### config.mk
export PLATFORM = sky130hd
export DESIGN_NAME = vgs_lerp
export DESIGN_NICKNAME = d
export VERILOG_FILES = /design/src/design/vgs_pkg.sv /design/src/design/vgs_lerp.sv
export SDC_FILE = /design/constraint.sdc
export NUM_CORES = 1
export LEC_CHECK = 0
export BUFFER_PORTS_ARGS = -buffer_cell sky130_fd_sc_hd__clkbuf_2
export CELL_PAD_IN_SITES_DETAIL_PLACEMENT = 0
export CELL_PAD_IN_SITES_GLOBAL_PLACEMENT = 1
export CORE_UTILIZATION = 50
export DETAILED_ROUTE_END_ITERATION = 8
export GPL_TIMING_DRIVEN = 0
export PLACE_DENSITY = 0.94
export SYNTH_ARGS = -nofsm -noshare
export SYNTH_HDL_FRONTEND = slang
export SYNTH_SLANG_ARGS = --single-unit
### constraint.sdc
create_clock -name clk -period 11 [get_ports clk]
set_input_delay 1.65 -clock clk [delete_from_list [all_inputs] [get_ports clk]]
set_output_delay 1.65 -clock clk [all_outputs]
set_load 0.02 [all_outputs]
### src/design/vgs_pkg.sv
package vgs_pkg;

  localparam int GRID_DIM  = 32;
  localparam int CRD_W     = $clog2(GRID_DIM);
  localparam int VEL_W     = 16;
  localparam int FRAC_BITS = 12;
  localparam int POS_W     = 24;
  localparam int INV_W     = 16;
  localparam int USED_W    = 6;
  localparam int CELL_W    = 3 * CRD_W;
  localparam int BANK_AW   = 3 * (CRD_W - 1);
  localparam int NBANK     = 8;
  localparam int ENTRY_W   = 3 * VEL_W + 1;
  localparam int PROD_W    = POS_W + INV_W + 1;
  localparam int C_W       = PROD_W - FRAC_BITS;
  localparam int B_W       = C_W - FRAC_BITS;

  typedef enum logic {
    OP_WRITE  = 1'b0,
    OP_SAMPLE = 1'b1
  } vgs_op_t;

  typedef enum logic [2:0] {
    CFG_MODE   = 3'd0,
    CFG_INV    = 3'd1,
    CFG_X_USED = 3'd2,
    CFG_Y_USED = 3'd3,
    CFG_Z_USED = 3'd4
  } vgs_cfg_idx_t;

  typedef struct packed {
    logic              mode;
    logic [INV_W-1:0]  inv;
    logic [USED_W-1:0] ux;
    logic [USED_W-1:0] uy;
    logic [USED_W-1:0] uz;
  } vgs_cfg_t;

  // one memory access: either a write of one cell or eight neighbour reads
  typedef struct packed {
    logic                             vld;
    logic                             wr;
    logic [2:0]                       wbank;
    logic [BANK_AW-1:0]               waddr;
    logic [ENTRY_W-1:0]               wdata;
    logic [NBANK-1:0]                 bvld;
    logic [NBANK-1:0][BANK_AW-1:0]    raddr;
    logic [2:0]                       par;
    logic [2:0][FRAC_BITS-1:0]        t;
  } vgs_acc_t;

endpackage

### src/design/vgs_lerp.sv
module vgs_lerp import vgs_pkg::*; #(
  parameter int LANES = 1
) (
  input  logic                    clk,
  input  logic                    rst_n,
  input  logic                    en,
  input  logic                    vld_i,
  input  logic [FRAC_BITS-1:0]    t_i,
  input  logic signed [VEL_W-1:0] a_i [LANES],
  input  logic signed [VEL_W-1:0] b_i [LANES],
  output logic                    vld_o,
  output logic signed [VEL_W-1:0] y_o [LANES]
);

  localparam int DW = VEL_W + 1;
  localparam int PW = DW + FRAC_BITS + 1;

  logic                    vld1_r, vld2_r;
  logic signed [PW-1:0]    prod_r [LANES];
  logic signed [VEL_W-1:0] a1_r [LANES];
  logic signed [VEL_W-1:0] y_r [LANES];
  logic signed [DW-1:0]    diff [LANES];
  logic signed [PW-1:0]    sh [LANES];
  logic signed [PW-1:0]    sum [LANES];

  always_comb begin
    for (int l = 0; l < LANES; l++) begin
      diff[l] = {b_i[l][VEL_W-1], b_i[l]} - {a_i[l][VEL_W-1], a_i[l]};
      sh[l]   = prod_r[l] >>> FRAC_BITS;
      sum[l]  = PW'(a1_r[l]) + sh[l];
    end
  end

  always_ff @(posedge clk) begin
    if (!rst_n) begin
      vld1_r <= 1'b0;
      vld2_r <= 1'b0;
    end else if (en) begin
      vld1_r <= vld_i;
      vld2_r <= vld1_r;
    end
  end

  always_ff @(posedge clk) begin
    if (en) begin
      for (int l = 0; l < LANES; l++) begin
        prod_r[l] <= diff[l] * $signed({1'b0, t_i});
        a1_r[l]   <= a_i[l];
        y_r[l]    <= sum[l][VEL_W-1:0];
      end
    end
  end

  assign vld_o = vld2_r;
  assign y_o   = y_r;

endmodule

==> reports/results.ini <==
[status]
status = completed

[min_path]
hold_class = flip-flop to flip-flop

[synth]
synth_top_area_share_pct = 34.5
syn-cell-area_um2 = 10400
synth_area_leaders = fa_1 (34%), edfxtp_1 (14%), ha_1 (11%)
syn_avg_cell_area_um2 = 9.05
synth_edf_count = 48
synth-xor-area-share_pct = 4.38
syn_nets = 1467
seq_area_frac_synth_pct = 14.3
synthFlopType = edfxtp_1
synthAdderAreaFrac_pct = 45.6
async_flop_share_pct = 0
syn_inst = 1148
synth_area_leader_cell = fa_1
synthMuxAreaShare_pct = 0.193
synthSimpleGateAreaFrac_pct = 16.9
synth_top_family_by_area = adder cells
yosys_warnings = 0
synth_compound_area_share_pct = 7.70
synth_cell_types = 52
ys_ff_latch = 50

[sta]
tightestPinTransition_ns = 1.30
rsz0062_at_grt = no
fin_crit_sh_pct = 86.1
fin_skew_ns = 0.00662
maxSlewHeadroom_pct = 13.3
drv_slew = 0
tns_ns = 0
layout_min_cycle_time_ns = 9.47
max_freq_mhz = 106
finalSetupViolations = 0
hold_viol = 0

[setup_path]
critPathArrivalTime_ns = 9.51
r2r_slack_ns = 8.22
end_kind = flip-flop
crit_required_ns = 11.04
critPathMaxFanout = 10
reg2reg_depth = 12
path_class = primary input to flip-flop
start_kind = primary input
startpoint = b_i[0]
worst-path-buf-inv = 7
slowest_delay_ns = 0.56
timing.rr.start = a1_r[0][0]
reg2reg_to = y_o[14]
critPathSlowestCell = o31ai_1
crit_end = prod_r[0][27]
cp_num_cells = 31
path_common_cell = fa_1
crit_family = adder cells

[die]
core_um2 = 20300
initial_utilization_pct = 51.2
dieWidth_um = 146
io_pins = 65
placementRows = 52
dieArea_um2 = 21400
die_h_um = 146

[layout]
finalNonFillerCells = 1481
nFillCells = 1846
drive_above_1_share_pct = 6.11
num_antenna_cells = 0
nets = 1529
multi_input_area_um2 = 7760
seqCellArea_um2 = 1480
layout_commonest_cell = inv_1
area_growth_pct = 7.35
most-common-layout-cells = inv_1 (254), fa_1 (179), nand2_1 (126), ha_1 (92), and2_1 (88)

[cts]
numCtsBuffers = 5
insertion_delay_ns = 0.29
cts_sinks = 50
cts.clk_slew.worst_paths_ns = 0.07
cts_buffer_depth = 2
cts_resized = 0
cts_htree_levels = 2
cts_hold_repair.buffers = 0
cts_setup_buffers = 0
root_buffer = clkbuf_16
cts_tree = built

[drt]
drt_iter0_markers = 519
ant_nets = 0
drt_drc_violations_left = 0
via_count = 7714
routed_wl_mm = 23.3
wl_per_cell_um = 15.7
vias_per_cell = 5.21
dr.pass1.iters = 7

[job]
drv_cap = 0

[global_routing]
grt_pass1_vias = 7969
grt_max_degree = 51
antenna_found_initial = 0
grt_usage_pct = 23.0
grt_pass1_wl_mm = 39.0
grt-ovfl-total = 0

[placement]
hpwl_mm = 19.1
port-buffer-count = 55
dpl.cell_count = 1473
gp_congestion = 0.859

==> sequential cells by signal (all words and copies together), names as in the netlist <==
name and cells:
vld1_r 1, vld_o 1, a1_r 16, prod_r 16
y_o 16
==> tightest hold or removal path: cells and delay by family (launching register included) <==
kind             cells  cell delay [ns]
and+or+nand+nor      1             0.09
DFF                  1             0.33
muxes                1             0.07
==> layer usage <==
| layer | GRT usage [%] | part of all wire (%) | vias to the layer above |
|---|---|---|---|
| li1 | - | - | 3660 |
| met1 | 30.7 | 43 | 3833 |
| met2 | 40.5 | 51 | 188 |
| met3 | 2.78 | 4.1 | 33 |
| met4 | 4.22 | 2.0 | 0 |
| met5 | 0 | 0 | - |
==> synth_stat cells, types with 7 or more instances <==
cell type	n
nand2_1	126
or3_1	7
o211a_1	8
fa_1	179
nor2_1	30
inv_1	254
a21oi_1	33
xor2_1	10
edfxtp_1	48
nor3_1	16
o21a_1	9
nand3_1	32
ha_1	92
nand2b_1	10
clkbuf_1	47
nor2b_1	33
o21ai_0	20
and2_1	88
xnor2_1	42
==> logic make-up (layout without fill, tap and decap cells) <==
group,after synthesis,after routing
adder cells (fa/ha/maj),271,271
AO/OA/AOI/OAI,117,117
buffers and inverters,305,368
XOR/XNOR,52,52
flip-flops,50,50
multiplexers,2,2
AND/OR/NAND/NOR,351,351
==> how the worst min path moves through the flow <==
stage	slack, ns	from	to	cells after the start
detailed placement	0.51	vld1_r	vld1_r	2
finish	0.52	vld1_r	vld1_r	2
CTS	0.53	vld1_r	vld1_r	2
global route	0.55	prod_r[0][12]	y_o[0]	1
floorplan	0.48	vld1_r	vld1_r	2
global placement	0.50	vld1_r	vld1_r	2
==> cell type report <==
cell class | count | share of cell area [%]
plain buffers | 51 | 1.74
clock buffers | 5 | 1.12
clock inverters | 3 | 0.224
inverters | 254 | 8.55
multi-input cells | 793 | 69.6
flip-flops and latches | 50 | 13.3
well taps | 270 | 3.03
repair buffers | 55 | 2.47
==> metrics by stage <==
step	instance area (um2)	hold WS (ns)	util, %	worst slack, ns
after detailed placement	11000	0.508	54.2	1.26
after floorplan	10400	0.482	-	2.53
final	11200	0.521	54.9	1.53
after global placement	11000	0.499	54.2	1.36
after CTS	11200	0.526	54.9	1.50
after global routing	11200	0.552	54.9	1.05
Power is left out: the tool's default activity adds up to more than one toggle a clock period on the data nets, which glitch-free logic cannot reach.
