**config.mk**
```make
export PLATFORM = sky130hd
export DESIGN_NAME = vgs_coord
export DESIGN_NICKNAME = d
export VERILOG_FILES = /design/src/design/vgs_pkg.sv /design/src/design/vgs_coord.sv
export SDC_FILE = /design/constraint.sdc
export NUM_CORES = 2
export LEC_CHECK = 0
export ABC_CLOCK_PERIOD_IN_PS = 10900
export BUFFER_PORTS_ARGS = -buffer_cell sky130_fd_sc_hd__buf_2
export CAP_MARGIN = 20
export CELL_PAD_IN_SITES_DETAIL_PLACEMENT = 1
export CELL_PAD_IN_SITES_GLOBAL_PLACEMENT = 2
export CORE_MARGIN = 8
export CORE_UTILIZATION = 42
export DETAILED_ROUTE_END_ITERATION = 7
export GPL_TIMING_DRIVEN = 0
export HOLD_SLACK_MARGIN = 0.05
export PLACE_DENSITY = 0.94
export SETUP_SLACK_MARGIN = 0.1
export SLEW_MARGIN = 20
export SYNTH_ARGS = -nofsm -noshare
export SYNTH_HDL_FRONTEND = slang
export SYNTH_SLANG_ARGS = --single-unit
```
**constraint.sdc**
```tcl
create_clock -name clk -period 10.9 [get_ports clk]
set_input_delay 2.725 -clock clk [delete_from_list [all_inputs] [get_ports clk]]
set_output_delay 2.725 -clock clk [all_outputs]
set_load 0.02 [all_outputs]
```
**src/design/vgs_pkg.sv**
```systemverilog
package vgs_pkg;

  localparam int GRID_DIM  = 32;
  localparam int CRD_W     = $clog2(GRID_DIM);
  localparam int VEL_W     = 16;
  localparam int FRAC_BITS = 12;
  localparam int POS_W     = 24;
  localparam int INV_W     = 16;
  localparam int USED_W    = 6;
  localparam int CELL_W    = 3 * CRD_W;
  localparam int BANK_AW   = 3 * (CRD_W - 1);
  localparam int NBANK     = 8;
  localparam int ENTRY_W   = 3 * VEL_W + 1;
  localparam int PROD_W    = POS_W + INV_W + 1;
  localparam int C_W       = PROD_W - FRAC_BITS;
  localparam int B_W       = C_W - FRAC_BITS;

  typedef enum logic {
    OP_WRITE  = 1'b0,
    OP_SAMPLE = 1'b1
  } vgs_op_t;

  typedef enum logic [2:0] {
    CFG_MODE   = 3'd0,
    CFG_INV    = 3'd1,
    CFG_X_USED = 3'd2,
    CFG_Y_USED = 3'd3,
    CFG_Z_USED = 3'd4
  } vgs_cfg_idx_t;

  typedef struct packed {
    logic              mode;
    logic [INV_W-1:0]  inv;
    logic [USED_W-1:0] ux;
    logic [USED_W-1:0] uy;
    logic [USED_W-1:0] uz;
  } vgs_cfg_t;

  // one memory access: either a write of one cell or eight neighbour reads
  typedef struct packed {
    logic                             vld;
    logic                             wr;
    logic [2:0]                       wbank;
    logic [BANK_AW-1:0]               waddr;
    logic [ENTRY_W-1:0]               wdata;
    logic [NBANK-1:0]                 bvld;
    logic [NBANK-1:0][BANK_AW-1:0]    raddr;
    logic [2:0]                       par;
    logic [2:0][FRAC_BITS-1:0]        t;
  } vgs_acc_t;

endpackage

```
**src/design/vgs_coord.sv**
```systemverilog
module vgs_coord import vgs_pkg::*; (
  input  logic                  clk,
  input  logic                  rst_n,
  input  logic                  en,
  input  vgs_cfg_t              cfg,
  input  logic                  vld_i,
  input  logic                  op_i,
  input  logic [CELL_W-1:0]     cell_i,
  input  logic [ENTRY_W-1:0]    wdata_i,
  input  logic [2:0][POS_W-1:0] pos_i,
  output vgs_acc_t              acc_o
);

  logic                  s1_vld_r, s2_vld_r;
  logic                  s1_op_r, s2_op_r;
  logic [CELL_W-1:0]     s1_cell_r, s2_cell_r;
  logic [ENTRY_W-1:0]    s1_wdata_r, s2_wdata_r;
  logic [2:0][POS_W-1:0] s1_pos_r;
  logic signed [PROD_W-1:0] prod_r [3];
  logic                  acc_vld_r;
  vgs_acc_t acc_r, acc_nxt;

  always_ff @(posedge clk) begin
    if (!rst_n) begin
      s1_vld_r  <= 1'b0;
      s2_vld_r  <= 1'b0;
      acc_vld_r <= 1'b0;
    end else if (en) begin
      s1_vld_r  <= vld_i;
      s2_vld_r  <= s1_vld_r;
      acc_vld_r <= acc_nxt.vld;
    end
  end

  always_ff @(posedge clk) begin
    if (en) begin
      s1_op_r    <= op_i;
      s1_cell_r  <= cell_i;
      s1_wdata_r <= wdata_i;
      s1_pos_r   <= pos_i;
      s2_op_r    <= s1_op_r;
      s2_cell_r  <= s1_cell_r;
      s2_wdata_r <= s1_wdata_r;
      for (int a = 0; a < 3; a++) begin
        prod_r[a] <= $signed(s1_pos_r[a]) * $signed({1'b0, cfg.inv});
      end
      acc_r <= acc_nxt;
    end
  end

  logic signed [PROD_W-1:0] csh;
  logic signed [C_W-1:0]    c;
  logic signed [C_W-1:0]    bsh;
  logic signed [B_W:0]      b0 [3];
  logic signed [B_W:0]      b1 [3];
  logic [2:0]               v0, v1;
  logic [USED_W-1:0]        used [3];
  logic [USED_W-1:0]        used_raw [3];
  logic                     sel, ok;
  logic [CRD_W-1:0]         crd;

  always_comb begin
    used_raw[0] = cfg.ux;
    used_raw[1] = cfg.uy;
    used_raw[2] = cfg.uz;
    acc_nxt = '0;
    acc_nxt.vld   = s2_vld_r;
    acc_nxt.wr    = (s2_op_r == OP_WRITE);
    acc_nxt.wbank = {s2_cell_r[2*CRD_W], s2_cell_r[CRD_W], s2_cell_r[0]};
    acc_nxt.waddr = {s2_cell_r[3*CRD_W-1:2*CRD_W+1], s2_cell_r[2*CRD_W-1:CRD_W+1],
                     s2_cell_r[CRD_W-1:1]};
    acc_nxt.wdata = s2_wdata_r;
    for (int a = 0; a < 3; a++) begin
      // clamp used count to the grid size
      used[a] = (used_raw[a] > USED_W'(GRID_DIM)) ? USED_W'(GRID_DIM) : used_raw[a];
      csh = prod_r[a] >>> FRAC_BITS;
      c = csh[C_W-1:0] - (cfg.mode ? C_W'(1 << (FRAC_BITS - 1)) : C_W'(0));
      bsh = c >>> FRAC_BITS;
      b0[a] = {bsh[B_W-1], bsh[B_W-1:0]};
      b1[a] = b0[a] + (B_W+1)'(1);
      v0[a] = !b0[a][B_W] && (b0[a][B_W-1:0] < B_W'(used[a]));
      v1[a] = !b1[a][B_W] && (b1[a][B_W-1:0] < B_W'(used[a]));
      acc_nxt.par[a] = b0[a][0];
      // nearest mode blends with zero weight, leaving the base corner
      acc_nxt.t[a] = cfg.mode ? c[FRAC_BITS-1:0] : '0;
    end
    for (int p = 0; p < NBANK; p++) begin
      acc_nxt.bvld[p] = 1'b1;
      for (int a = 0; a < 3; a++) begin
        sel = (b0[a][0] != p[a]);
        crd = sel ? b1[a][CRD_W-1:0] : b0[a][CRD_W-1:0];
        ok  = sel ? (v1[a] && cfg.mode) : v0[a];
        acc_nxt.bvld[p] = acc_nxt.bvld[p] && ok;
        acc_nxt.raddr[p][a*(CRD_W-1) +: (CRD_W-1)] = crd[CRD_W-1:1];
      end
    end
  end

  always_comb begin
    acc_o     = acc_r;
    acc_o.vld = acc_vld_r;
  end

endmodule

```
==> results.toml <==
[setup_path]
crit_path_top_delay_cell = "clkbuf_1"
slowest_delay_ps = 670
crit_top_cell = "fa_1"
reg2reg_from = "s1_pos_r[58]"
start_kind = "input pin"
startpoint = "cfg[24]"
critical_path_class = "in -> reg"
cp-end-kind = "flip-flop"
reg2reg_slack_ps = 2350
worstPathMaxFanout = 10
crit_chain = "clkbuf_1 -> clkbuf_1 -> and2_1 -> fa_1 -> inv_1 -> fa_1 -> fa_1 -> inv_1 -> fa_1 -> fa_1 -> inv_1 -> fa_1 -> inv_1 -> ha_1 -> a21o_1 -> a21oi_1 -> inv_1 -> or3_1 -> o21ai_0 -> o21ai_0 -> o21ai_1 -> o211ai_1 -> a21oi_1 -> xnor2_1"
r2r_cells = 22
r2r-end = "prod_r[0][122]"
critPathCapture = "prod_r[0][122]"
worstPathRequired_ps = 11330
crit_arrival_ps = 11030

[synthesis]
syn_nets = 7354
yosysWarnings = 0
netlist_area_sq_mm = 0.0581
synth.distinct_cells = 85
synth-seq-cells = 428
synthArstFlopShare = 0
synth_top_flop_cell = "edfxtp_1"
syn_inst = 5714
yosysSeqAreaShare = 0.221
synth_edf_count = 425
avgSynthCellArea_sq_um = 10.2

[cells_and_area]
drive_gt1_frac = 0.0977
final_cell_mix = "inv_1 (1,381), fa_1 (1,125), nand2_1 (771), and2_1 (486), edfxtp_1 (425)"
fin_nets = 7787
syn_to_final_growth_pct = 10.7
layout.cells.non_filler = 8001
layout_commonest_cell = "inv_1"
utilization = 0.468
fillers = 15398

[drt]
vias = 41800
drc = 0
totalWireLength_um = 187000
drt-initial-drc-count = 2458
wl_per_cell_um = 23.4
final_antenna_net_count = 0
via_per_inst = 5.22
first_pass_iters = 5

[global_routing]
antenna_found_initial = 18
grt.total_usage = 0.249
grt_pass1_wl_um = 289000
first_global_vias = 47591
grt_max_degree = 101
grt-ovfl-total = 0

[place]
portBuffers = 369
placed_cells = 7884
hpwl_um = 155000
place_congestion = 0.942

[die]
start_util = 0.423
core-area_sq_mm = 0.137
die_w_um = 388
placementRows = 136
dieArea_sq_mm = 0.151
die_h_um = 388
ios = 385

[sta]
worst_pin_slew_ps = 1260
hold_viol = 0
setup_viol = 0
final_max_slew_viol_count = 0
clock_skew_ps = 30.7
min_period_ps = 10610
hold_ws_ps = 413
fmax_ghz = 0.0943
slew_headroom = 0.159
setup_tns_ps = 0
fin_crit_sh = 0.973
grt_setup_unrepaired = "true"

[clock_tree]
postCtsSetupBuffers = 0
cts_max_path_buffers = 3
cts.sinks = 428
htreeDepth = 2
cts_tree = "yes"
cts_made_buffers = 54
root_buffer = "clkbuf_16"
cts.reportedPaths.clkPinSlew_ps = 70
clk_latency_ps = 700

[min_path]
hold_start = "s1_wdata_r[29]"
worstHoldPathType = "reg -> reg"

[status]
status = "complete, no violations"

[job]
cap_violations = 0
==> layer usage <==
metal,part of all wire,GRT usage,up-vias
li1,-,-,18028
met1,0.40,0.314,21749
met2,0.47,0.415,1584
met3,0.076,0.0542,431
met4,0.051,0.104,8
met5,0.00030,0,-
==> metrics by stage <==
| step | setup WS [ps] | instance area [sq um] |
|---|---|---|
| final | 295 | 64400 |
| after global routing | 38.6 | 64300 |
| after floorplan | 1550 | 58100 |
| after global placement | -1180 | 62200 |
| after CTS | 86.4 | 64300 |
| after detailed placement | -853 | 62400 |
==> cells in the mapped netlist, types with 19 or more instances <==
cell,number,area share
xor2_1,48,0.0072
fa_1,1125,0.39
buf_4,74,0.0096
xnor2_1,115,0.017
nand4_1,29,0.0031
o21ai_0,46,0.0040
nor3_1,35,0.0030
a21o_1,56,0.0072
clkbuf_1,229,0.015
a21oi_1,75,0.0065
nor2_1,111,0.0072
ha_1,339,0.073
nand2_1,771,0.050
nor2b_1,33,0.0036
nand3_1,29,0.0025
inv_1,1381,0.089
edfxtp_1,425,0.22
o21a_1,19,0.0025
nand2b_1,20,0.0022
and3_1,19,0.0020
and2_1,486,0.052
==> logic make-up (layout without fill, tap and decap cells) <==
kind of cell	Yosys count	after routing	share of synthesized area
buffers and inverters	1692	2171	0.114
other	0	14	0
AO/OA/AOI/OAI	330	330	0.0390
flip-flops	428	428	0.221
multiplexers	16	16	0.00284
AND/OR/NAND/NOR	1621	1621	0.138
adder cells (fa/ha/maj)	1464	1464	0.461
XOR/XNOR	163	163	0.0246
==> repair_timing <==
action | in CTS | in global routing
hold buffers | 0 | 0
resized for setup | 6 | 9
endpoints found under the setup margin | 6 | 5
==> cell type report <==
type / count / area (sq um) / share of cell area
multi-input combinational: 3594 / 38700 / 0.601
buffer: 311 / 1500 / 0.0232
sequential: 428 / 12800 / 0.199
antenna: 14 / 35.0 / 0.000544
tap: 1794 / 2240 / 0.0349
inverter: 1381 / 5180 / 0.0805
clock inverter: 47 / 512 / 0.00795
timing repair buffer: 377 / 2040 / 0.0317
clock buffer: 55 / 1360 / 0.0211
==> sequential cells by signal (all words and copies together), names as in the netlist <==
register	cells
acc_o	136
s1_cell_r	15
s2_wdata_r	49
s1_pos_r	72
acc_vld_r	1
s1_wdata_r	49
s1_op_r	1
s2_cell_r	15
s1_vld_r	1
s2_op_r	1
s2_vld_r	1
prod_r	87
==> worst min-delay path by stage <==
stage / to / slack (ps) / depth (start not counted)
after floorplan: acc_o[143] / 400 / 0
after global placement: s2_cell_r[10] / 400 / 0
after detailed placement: acc_o[144] / 410 / 0
after CTS: s2_wdata_r[29] / 410 / 0
after global routing: acc_o[147] / 420 / 0
final: s2_wdata_r[29] / 410 / 0
==> critical path, delay by kind of cell <==
family | cells | cell delay, ps
adder cells (fa/ha/maj) | 7 | 3260
AO/OA/AOI/OAI | 7 | 2490
buffers and inverters | 7 | 1650
AND/OR/NAND/NOR | 2 | 600
XOR/XNOR | 1 | 270
Power is not shown: default switching activity piles up to over one toggle a cycle in this logic, so the estimate is an artifact.
